$ cat src/rtl/bfls_pkg.sv
package bfls_pkg;

  // Default geometry of the scanner.
  localparam int unsigned WORD_BITS_DEF = 64;
  localparam int unsigned MAX_BITS_DEF  = 1024;

  // Register map (byte addresses on the APB port).
  localparam int unsigned APB_ADDR_W = 3;
  localparam logic [APB_ADDR_W-1:0] REG_BIT_COUNT_ADDR = 3'd0;

  // Per-word hit flags from the word scanner.
  typedef struct packed {
    logic any_set;
    logic any_clear;
  } bfls_hit_t;

endpackage

$ cat src/rtl/bfls_word_scan.sv
module bfls_word_scan #(
  parameter int unsigned WORD_BITS = bfls_pkg::WORD_BITS_DEF,
  localparam int unsigned OFF_W    = (WORD_BITS > 1) ? $clog2(WORD_BITS) : 1,
  localparam int unsigned VB_W     = $clog2(WORD_BITS + 1)
) (
  input  logic [WORD_BITS-1:0] word_i,
  input  logic [VB_W-1:0]      valid_bits_i,
  output logic [OFF_W-1:0]     lo_set_o,
  output logic [OFF_W-1:0]     hi_set_o,
  output logic [OFF_W-1:0]     lo_clear_o,
  output logic [OFF_W-1:0]     hi_clear_o,
  output bfls_pkg::bfls_hit_t  hit_o
);
  import bfls_pkg::*;

  logic [WORD_BITS-1:0] valid_mask;
  logic [WORD_BITS-1:0] set_bits;
  logic [WORD_BITS-1:0] clr_bits;

  // Thermometer mask of the bits below the valid count.
  always_comb begin
    for (int i = 0; i < WORD_BITS; i++) begin
      valid_mask[i] = (VB_W'(i) < valid_bits_i);
    end
  end

  assign set_bits = word_i & valid_mask;
  assign clr_bits = ~word_i & valid_mask;

  // Four priority encoders; the later hit in loop order wins.
  always_comb begin
    lo_set_o   = '0;
    hi_set_o   = '0;
    lo_clear_o = '0;
    hi_clear_o = '0;
    for (int i = WORD_BITS - 1; i >= 0; i--) begin
      if (set_bits[i]) lo_set_o = OFF_W'(i);
      if (clr_bits[i]) lo_clear_o = OFF_W'(i);
    end
    for (int i = 0; i < WORD_BITS; i++) begin
      if (set_bits[i]) hi_set_o = OFF_W'(i);
      if (clr_bits[i]) hi_clear_o = OFF_W'(i);
    end
  end

  assign hit_o.any_set   = |set_bits;
  assign hit_o.any_clear = |clr_bits;

endmodule

$ cat src/rtl/bitmap_first_last_bit_scan.sv
// Channel   | Dir | Beat contents
// ----------+-----+---------------------------------------------------------
// s_axis    | in  | one bitmap word, lowest word of the bitmap first
// m_axis    | out | first_set, first_clear, last_set, last_clear (-1 = none)
// apb       | cfg | bit_count at byte address 0
//
// One word beat is taken per cycle unless the input stalls. A word passes
// through an input register, then the masked priority encoders update the
// running positions; the last word of a bitmap loads the result register,
// which drives m_axis_tvalid. Input stalls only when a result is still held
// in the output register and a new result is due. Reset clears the scan state
// and sets bit_count to MAX_BITS.
module bitmap_first_last_bit_scan #(
  parameter int unsigned WORD_BITS = bfls_pkg::WORD_BITS_DEF,
  parameter int unsigned MAX_BITS  = bfls_pkg::MAX_BITS_DEF,
  localparam int unsigned IN_W     = ((WORD_BITS + 7) / 8) * 8,
  localparam int unsigned IX_W     = $clog2(MAX_BITS),
  localparam int unsigned POS_W    = IX_W + 1,
  localparam int unsigned OUT_W    = ((4 * POS_W + 7) / 8) * 8
) (
  input  logic                                clk_i,
  input  logic                                rst_ni,
  // s_axis_tdata: word
  input  logic                                s_axis_tvalid,
  output logic                                s_axis_tready,
  input  logic [IN_W-1:0]                     s_axis_tdata,
  // m_axis_tdata: first_set, first_clear, last_set, last_clear (low to high)
  output logic                                m_axis_tvalid,
  input  logic                                m_axis_tready,
  output logic [OUT_W-1:0]                    m_axis_tdata,
  input  logic                                psel,
  input  logic                                penable,
  input  logic                                pwrite,
  input  logic [bfls_pkg::APB_ADDR_W-1:0]     paddr,
  input  logic [31:0]                         pwdata,
  output logic [31:0]                         prdata,
  output logic                                pready
);
  import bfls_pkg::*;

  localparam int unsigned CNT_W = IX_W + 1;
  localparam int unsigned OFF_W = (WORD_BITS > 1) ? $clog2(WORD_BITS) : 1;
  localparam int unsigned VB_W  = $clog2(WORD_BITS + 1);
  localparam logic [CNT_W-1:0] MAX_CNT = CNT_W'(MAX_BITS);
  localparam logic [CNT_W:0]   WORD_INC = (CNT_W + 1)'(WORD_BITS);

  // ---------------- configuration ----------------
  logic [CNT_W-1:0] bit_count_q;
  logic             cfg_wr;

  assign pready = 1'b1;
  assign cfg_wr = psel && penable && pwrite && (paddr == REG_BIT_COUNT_ADDR);

  always_ff @(posedge clk_i or negedge rst_ni) begin
    if (!rst_ni) begin
      bit_count_q <= MAX_CNT;
    end else if (cfg_wr) begin
      bit_count_q <= pwdata[CNT_W-1:0];
    end
  end

  always_comb begin
    prdata = '0;
    if (paddr == REG_BIT_COUNT_ADDR) begin
      prdata[CNT_W-1:0] = bit_count_q;
    end
  end

  // ---------------- input register ----------------
  logic                 in_vld_q;
  logic [WORD_BITS-1:0] in_word_q;
  logic                 in_adv;

  assign s_axis_tready = !in_vld_q || in_adv;

  always_ff @(posedge clk_i or negedge rst_ni) begin
    if (!rst_ni) begin
      in_vld_q <= 1'b0;
    end else if (s_axis_tready) begin
      in_vld_q <= s_axis_tvalid;
    end
  end

  always_ff @(posedge clk_i) begin
    if (s_axis_tvalid && s_axis_tready) begin
      in_word_q <= s_axis_tdata[WORD_BITS-1:0];
    end
  end

  // ---------------- word scan ----------------
  logic [CNT_W-1:0] base_q;
  logic [CNT_W-1:0] count_sat;
  logic [CNT_W-1:0] remain;
  logic [VB_W-1:0]  valid_bits;
  logic [CNT_W:0]   base_end;
  logic             last_word;

  logic [OFF_W-1:0] lo_set, hi_set, lo_clear, hi_clear;
  bfls_hit_t        hit;

  assign count_sat = (bit_count_q > MAX_CNT) ? MAX_CNT : bit_count_q;
  assign remain    = (count_sat > base_q) ? (count_sat - base_q) : '0;
  assign valid_bits = (remain > CNT_W'(WORD_BITS)) ? VB_W'(WORD_BITS) : VB_W'(remain);
  assign base_end  = {1'b0, base_q} + WORD_INC;
  assign last_word = (base_end >= {1'b0, count_sat});

  bfls_word_scan #(
    .WORD_BITS (WORD_BITS)
  ) u_scan (
    .word_i       (in_word_q),
    .valid_bits_i (valid_bits),
    .lo_set_o     (lo_set),
    .hi_set_o     (hi_set),
    .lo_clear_o   (lo_clear),
    .hi_clear_o   (hi_clear),
    .hit_o        (hit)
  );

  // ---------------- running positions ----------------
  logic            fs_ok_q, fc_ok_q, ls_ok_q, lc_ok_q;
  logic [IX_W-1:0] fs_q, fc_q, ls_q, lc_q;
  logic            fs_ok_d, fc_ok_d, ls_ok_d, lc_ok_d;
  logic [IX_W-1:0] fs_d, fc_d, ls_d, lc_d;
  logic [IX_W-1:0] base_ix;

  assign base_ix = base_q[IX_W-1:0];

  // Merge this word's hits into the running state; first positions stick.
  always_comb begin
    fs_ok_d = fs_ok_q;
    fc_ok_d = fc_ok_q;
    ls_ok_d = ls_ok_q;
    lc_ok_d = lc_ok_q;
    fs_d    = fs_q;
    fc_d    = fc_q;
    ls_d    = ls_q;
    lc_d    = lc_q;
    if (hit.any_set) begin
      if (!fs_ok_q) begin
        fs_ok_d = 1'b1;
        fs_d    = base_ix + IX_W'(lo_set);
      end
      ls_ok_d = 1'b1;
      ls_d    = base_ix + IX_W'(hi_set);
    end
    if (hit.any_clear) begin
      if (!fc_ok_q) begin
        fc_ok_d = 1'b1;
        fc_d    = base_ix + IX_W'(lo_clear);
      end
      lc_ok_d = 1'b1;
      lc_d    = base_ix + IX_W'(hi_clear);
    end
  end

  // Advance a word unless it ends a bitmap while the result slot is full and m_axis_tready is low.
  logic out_vld_q;

  assign in_adv = in_vld_q && (!last_word || !out_vld_q || m_axis_tready);

  always_ff @(posedge clk_i or negedge rst_ni) begin
    if (!rst_ni) begin
      base_q  <= '0;
      fs_ok_q <= 1'b0;
      fc_ok_q <= 1'b0;
      ls_ok_q <= 1'b0;
      lc_ok_q <= 1'b0;
    end else if (in_adv) begin
      if (last_word) begin
        base_q  <= '0;
        fs_ok_q <= 1'b0;
        fc_ok_q <= 1'b0;
        ls_ok_q <= 1'b0;
        lc_ok_q <= 1'b0;
      end else begin
        base_q  <= base_end[CNT_W-1:0];
        fs_ok_q <= fs_ok_d;
        fc_ok_q <= fc_ok_d;
        ls_ok_q <= ls_ok_d;
        lc_ok_q <= lc_ok_d;
      end
    end
  end

  always_ff @(posedge clk_i) begin
    if (in_adv) begin
      fs_q <= fs_d;
      fc_q <= fc_d;
      ls_q <= ls_d;
      lc_q <= lc_d;
    end
  end

  // ---------------- result register ----------------
  logic             res_load;
  logic [POS_W-1:0] fs_out, fc_out, ls_out, lc_out;
  logic [OUT_W-1:0] res_q;

  assign res_load = in_adv && last_word;

  // Not found reads as -1 (all ones).
  assign fs_out = fs_ok_d ? {1'b0, fs_d} : '1;
  assign fc_out = fc_ok_d ? {1'b0, fc_d} : '1;
  assign ls_out = ls_ok_d ? {1'b0, ls_d} : '1;
  assign lc_out = lc_ok_d ? {1'b0, lc_d} : '1;

  always_ff @(posedge clk_i or negedge rst_ni) begin
    if (!rst_ni) begin
      out_vld_q <= 1'b0;
    end else if (res_load) begin
      out_vld_q <= 1'b1;
    end else if (m_axis_tready) begin
      out_vld_q <= 1'b0;
    end
  end

  always_ff @(posedge clk_i) begin
    if (res_load) begin
      res_q <= OUT_W'({lc_out, ls_out, fc_out, fs_out});
    end
  end

  assign m_axis_tvalid = out_vld_q;
  assign m_axis_tdata  = res_q;

endmodule
$ cat config.mk
export PLATFORM = sky130hd
export DESIGN_NAME = bitmap_first_last_bit_scan
export DESIGN_NICKNAME = d
export VERILOG_FILES = /design/src/rtl/bfls_pkg.sv /design/src/rtl/bfls_word_scan.sv /design/src/rtl/bitmap_first_last_bit_scan.sv
export SDC_FILE = /design/constraint.sdc
export NUM_CORES = 1
export LEC_CHECK = 0
export ABC_AREA = 1
export BUFFER_PORTS_ARGS = -buffer_cell sky130_fd_sc_hd__buf_2
export CAP_MARGIN = 20
export CORE_MARGIN = 5
export CORE_UTILIZATION = 54
export CTS_BUF_LIST = sky130_fd_sc_hd__clkbuf_16
export CTS_CLUSTER_SIZE = 24
export DETAILED_ROUTE_END_ITERATION = 6
export PLACE_DENSITY = 0.77
export SLEW_MARGIN = 25
export SYNTH_ARGS = -nofsm -noshare
export SYNTH_HDL_FRONTEND = slang
export SYNTH_SLANG_ARGS = --single-unit
export TNS_END_PERCENT = 30
$ cat constraint.sdc
create_clock -name clk_i -period 7.4 [get_ports clk_i]
set_clock_uncertainty 0.1 [all_clocks]
set_input_delay 0 -clock clk_i [delete_from_list [all_inputs] [get_ports clk_i]]
set_output_delay 0 -clock clk_i [all_outputs]
set_load 0.005 [all_outputs]
Word level (Yosys, flattened, before mapping)
Cells that the tools add are included.
Word-level totals
  word-level logic and storage cells: 390
  input bits: 106
  output and inout bits: 83
  bits in registers: 176
Operators by class
  reduce and logical (&&, ||, !) cells: 16
  order comparisons: 68
  add/subtract/negate cells: 6
  mux-type cells: 279
  bitwise gates (word level): 3
Operator list (count)
  6-bit 2-to-1 mux: 192
  6-bit by 7-bit less-than comparator with 1-bit output, first input constant: 32
  5-bit 2-to-1 mux: 32
  64-bit AND: 2
  64-bit OR reduction: 2
  5-bit by 7-bit less-than comparator with 1-bit output, first input constant: 16
  11-bit 2-to-1 mux: 8
  4-bit 2-to-1 mux: 16
  64-bit inverter: 1
  10-bit 2-to-1 mux: 6
  4-bit by 7-bit less-than comparator with 1-bit output, first input constant: 8
  10-bit by 6-bit adder with 10-bit output: 4
  3-bit by 7-bit less-than comparator with 1-bit output, first input constant: 4
  3-bit 2-to-1 mux: 8
  1-bit by 7-bit less-than comparator with 1-bit output, first input constant: 2
  2-bit by 7-bit less-than comparator with 1-bit output, first input constant: 2
  11-bit by 7-bit adder with 12-bit output, second input constant: 1
  12-bit by 11-bit >= comparator with 1-bit output: 1
  1-bit 2-to-1 mux: 12
  11-bit > comparator: 1
  11-bit > comparator, second input constant: 1
  11-bit by 7-bit > comparator with 1-bit output, second input constant: 1
  11-bit subtractor: 1
  2-bit 2-to-1 mux: 4
  6 further kinds: 15

Longest topological paths before layout
  depth after elaboration: 76
  gate-level depth with buffers: 86
  mapped depth without buffers: 86

Cells and area by module
Synthesis repeated with hierarchy kept, for this count alone.
Second synthesis, totals
  cells, all modules: 1472
  area, all modules: 10735.3 sq um
Modules (own cells, without submodules)
  bitmap_first_last_bit_scan: instances 1, area each 7193.1 sq um, seq. area each 4996.0 sq um, cells each 622
  bfls_word_scan: instances 1, area each 3542.1 sq um, seq. area each 0.0 sq um, cells each 850

Worst setup path before layout
OpenSTA, ideal clock, no wires.
  path kind: register to register
  start: reg bit_count_q[3]
  end: reg res_q[0], in the netlist m_axis_tdata[0], data pin
  stages on the path, launching flop included: 84
  data required time: 7039 ps
  clock period less this slack: 6132 ps
  path slack: 1268 ps
  setup time: 261 ps
  arrival time: 5771 ps
  path buffers: 0
  path through: dfrtp_1 nor2_4 nand3_2 o21bai_4 inv_2 nor2_1 inv_1 ha_1 inv_1 nand2_1 nand2_1 xnor2_1 inv_1 nor2_1 nand2_1 nand3b_2 nor2_8 nand4_4 (+48 left out) nand2_1 nand2_1 nand2_1 nand2_1 nand2_1 nand2_1 nand2_1 nand2_1 nand2_1 nand2_1 nand2_1 nand2_1 nand2_1 nand2_1 nand2_1 nand2_1 nand2_1 nand3_1
On the way
  word-level cells in the longest chain between the ends: 75
  elaborated cells between the ends (all ways): 141
  classes of those cells: 2 x add/sub; 67 x order compare; 70 x mux; 1 x bitwise; 1 x reduce/logical
Ends and longest elaborated chain
  start, declared: line bitmap_first_last_bit_scan.sv:48  | logic [CNT_W-1:0] bit_count_q;
  start signal, assigned: line bitmap_first_last_bit_scan.sv:58  | bit_count_q <= pwdata[CNT_W-1:0];
  11-bit > comparator: line bitmap_first_last_bit_scan.sv:101  | assign count_sat = (bit_count_q > MAX_CNT) ? MAX_CNT : bit_count_q;
  11-bit 2-to-1 mux (*): line bitmap_first_last_bit_scan.sv:101
  11-bit subtractor or 11-bit > comparator (tied branches): line bitmap_first_last_bit_scan.sv:102  | assign remain = (count_sat > base_q) ? (count_sat - base_q) : '0;
  11-bit 2-to-1 mux (*): line bitmap_first_last_bit_scan.sv:102
  11-bit by 7-bit > comparator with 1-bit output: line bitmap_first_last_bit_scan.sv:103  | assign valid_bits = (remain > CNT_W'(WORD_BITS)) ? VB_W'(WORD_BITS) : VB_W'(remain);
  7-bit 2-to-1 mux (*): line bitmap_first_last_bit_scan.sv:103
  6-bit by 7-bit less-than comparator with 1-bit output: line bfls_word_scan.sv:23  | valid_mask[i] = (VB_W'(i) < valid_bits_i);
  64-bit AND (*): line bfls_word_scan.sv:27  | assign set_bits = word_i & valid_mask;
  6-bit 2-to-1 mux (64 in series): line bfls_word_scan.sv:37  | if (set_bits[i]) lo_set_o = OFF_W'(i);
  10-bit by 6-bit adder with 10-bit output: line bitmap_first_last_bit_scan.sv:141  | fs_d = base_ix + IX_W'(lo_set);
  10-bit 2-to-1 mux: line bitmap_first_last_bit_scan.sv:139  | if (!fs_ok_q) begin
  10-bit 2-to-1 mux: line bitmap_first_last_bit_scan.sv:138  | if (hit.any_set) begin
  end signal, assigned: line bitmap_first_last_bit_scan.sv:219  | res_q <= OUT_W'({lc_out, ls_out, fc_out, fs_out});
  end, declared: line bitmap_first_last_bit_scan.sv:197  | logic [OUT_W-1:0] res_q;
Every way passes the cells marked *; elsewhere a longest branch is shown, timed or not.
A chain may end at the register's enable or synchronous reset.

Final worst setup path
  start: reg bit_count_q[0]
  end: reg res_q[0], in the netlist m_axis_tdata[0], data pin
The elaborated chain is that of the path after synthesis.

==> results.md <==
- Inserted Diodes: 0
- Routed vias: 10.2k
- CP Launch Type: flip-flop
- R2r setup slk: 620 ps
- Gate Count Post-Synth: 1442
- Leakage power: 0.00675 uW
- Largest net degree at the start of global routing: 65
- CTS Buffer Depth: 2
- #FFs+latches synth: 170
- Clock latency on the worst-skew pair: 440 ps
- GRT Total Usage: 24.7%
- DRC viols: 1
- Fin crit share: 91.7%
- Drt first pass iters: 7
- Row cnt: 51
- Routability cong.: 0.959
- Seq/Total Area, Yosys: 46.7%
- CP Max Fanout: 7
- IO Count: 189
- Layout area overhead: 27.1%
- TritonCTS clock tree: built
- Slew headroom: 35.1%
- Most common cell on crit path: nand2_1
- CP arrival: 6870 ps
- Pwr/cell area: 426 mW/mm^2
- Placed cell areas: 0.0117 sq mm
- Leading cell type in the layout, fill and taps excluded: nand2_1
- Post-synth EDFFs: 148
- Share of synthesized registers carrying an async set or reset: 12.9%
- Total power: 5790 uW
- Maxcap violations: 0
- Worst Hold Margin: -13.5 ps
- First-pass GRT wire length: 43900 microns
- Crit path max-delay family: simple AND/OR/NAND/NOR gates
- Chip Width: 151 microns
- Mean area per synthesized cell: 7.42 sq um
- Worst ir drop on vdd: 0.000231 V
- CTS clk-pin slew, worst paths: 70 ps
- Buf/Inv on CP: 1
- PortBufs: 141
- Most frequent cells in the layout: 588 x nand2_1, 178 x inv_1, 148 x edfxtp_1, 141 x buf_2, 109 x nor2_1
- Starting Density: 54.9%
- Starting DRC count in detailed routing: 748
- Largest cells by area after synthesis: edfxtp_1 42%, nand2_1 21%, inv_1 6.4%
- Hold WC Path Type: in -> async
- Initial antenna violation count: 0
- RSZ-0062 raised after global routing: yes
- Worst slew pin tran: 974 ps
- Die height: 151 microns
- Post-route ant nets: 0
- Most used DFF post-synth: edfxtp_1
- Final #Nets: 1837
- Status: finished, violations left
- Max Clock Freq: 147 MHz
- FILL cells: 1561
- Critical-path top delay cell: dfrtp_1
- Hpwl dp: 20300 microns
- Top-area cell type share of the netlist area: 41.6%
- Die ar.: 0.0227 sq mm
- Detailed-route wire length per cell: 14.2 microns
- CTS Root Cell: clkbuf_16
- Crit path capture type: flip-flop
- Critical Path Max Stage Delay: 410 ps
- Clock sink total: 170
- Crit path kind: reg -> reg
- CTS Buf Count: 17
- Clock H-tree levels: 4
- Area leader, netlist: edfxtp_1
- Core area: 0.0195 sq mm
- Post-Syn Area: 0.0107 sq mm
- Ys Warns: 0
- Final Hold Fails: 15
- Gr ovfl total: 0
- Max-slew violations: 0
- Vias in the first global route: 9137
- Fin area: 0.0136 sq mm
- Share of layout cells above drive strength 1: 18.8%
- Final worst path period need: 6780 ps
- Failing checks: design-rule violations, negative hold slack
- Setup TNS Final: 0 ps
- # setup viols final: 0
- Critical Path RT: 7490 ps
- Total Wirelength: 28400 microns
- Vias per inst: 5.10
- Synth cell types: 51
==> repair_timing <==
item / in CTS / in global routing
gates resized for setup: 0 / 69
setup endpoints to repair: 0 / 11
hold buffers: 78 / 2
endpoints found under the hold margin: 100 / 4
setup buffers: 0 / 24
==> report_power, final <==
group | internal (uW) | total, uW | switching (uW)
clock network | 484 | 913 | 430
logic | 1180 | 3410 | 2230
registers | 1380 | 1470 | 84.4
==> per-layer routing <==
layer / share of wire, % / vias up / GRT usage [%]
met5: 0 / - / 0
met4: 3.0 / 0 / 8.30
met3: 7.4 / 66 / 4.82
met2: 49 / 427 / 42.1
met1: 40 / 4560 / 31.5
li1: - / 5115 / -
==> path summary, 6_finish.rpt <==
check                                      start              end  cells past startpoint
worst max-delay path              bit_count_q[0]  m_axis_tdata[0]                     78
worst min-delay path                      rst_ni        base_q[9]                      2
worst max register to register    bit_count_q[0]  m_axis_tdata[0]                     78
worst min register to register           ls_ok_q          ls_ok_q                      2
max in group asynchronous                 rst_ni   bit_count_q[3]                      2
min in group clk_i              s_axis_tdata[40]    in_word_q[40]                      2
==> flip-flops by register name, summed over array words and instances (netlist names) <==
register and flops:
base_q 5, bit_count_q 11, fc_ok_q 1, fc_q 10, fs_ok_q 1, fs_q 10
in_vld_q 1, in_word_q 64, lc_ok_q 1, lc_q 10, ls_ok_q 1, ls_q 10
m_axis_tdata 44, m_axis_tvalid 1
==> cell type report <==
type	instances	area [sq um]	share of cell area [%]
inverter	192	733	5.40
timing repair buffer	266	1860	13.7
clock buffer	17	425	3.13
clock inverter	15	179	1.32
sequential	170	5000	36.8
tap	265	332	2.44
multi-input combinational	1070	5070	37.3
==> cell families (layout without fill, tap and decap cells) <==
kind of cell / after synthesis / in the layout / synth area share, %
compound gates: 191 / 191 / 9.97
xor+xnor: 11 / 11 / 0.901
fa+ha+maj: 14 / 14 / 1.64
buf+inv: 229 / 490 / 9.03
flops: 170 / 170 / 46.7
other cells: 2 / 28 / 0.0702
simple gates: 825 / 826 / 31.7
==> per-stage QoR <==
stage	utilization, %	setup WS (ps)	std cells
after floorplan	-	1270	1468
after global placement	60.3	311	1858
after detailed placement	60.3	160	1858
after CTS	67.4	110	1968
after global routing	69.8	-123	1995
final	69.8	616	1995
==> worst reg2reg max path, delay by kind of cell, from the launching register on <==
kind | cells | cell delay [ps]
AO/OA/AOI/OAI | 3 | 700
adder cells (fa/ha/maj) | 1 | 310
buffers and inverters | 1 | 130
flip-flops | 1 | 410
AND/OR/NAND/NOR | 73 | 4900
==> synthesized netlist by cell type, drive strengths merged, types with 4 or more instances <==
master	instances
a21oi	81
buf	28
clkbuf	9
nand3	41
edfxtp	148
o21bai	6
inv	189
a31oi	5
xor2	9
or2	27
nor3	5
nor2	124
dfrtp	21
nand4	11
ha	14
nand2	609
o21a	11
a21boi	4
o21ai	76
No activity file was read; power rests on OpenSTA's default activity.
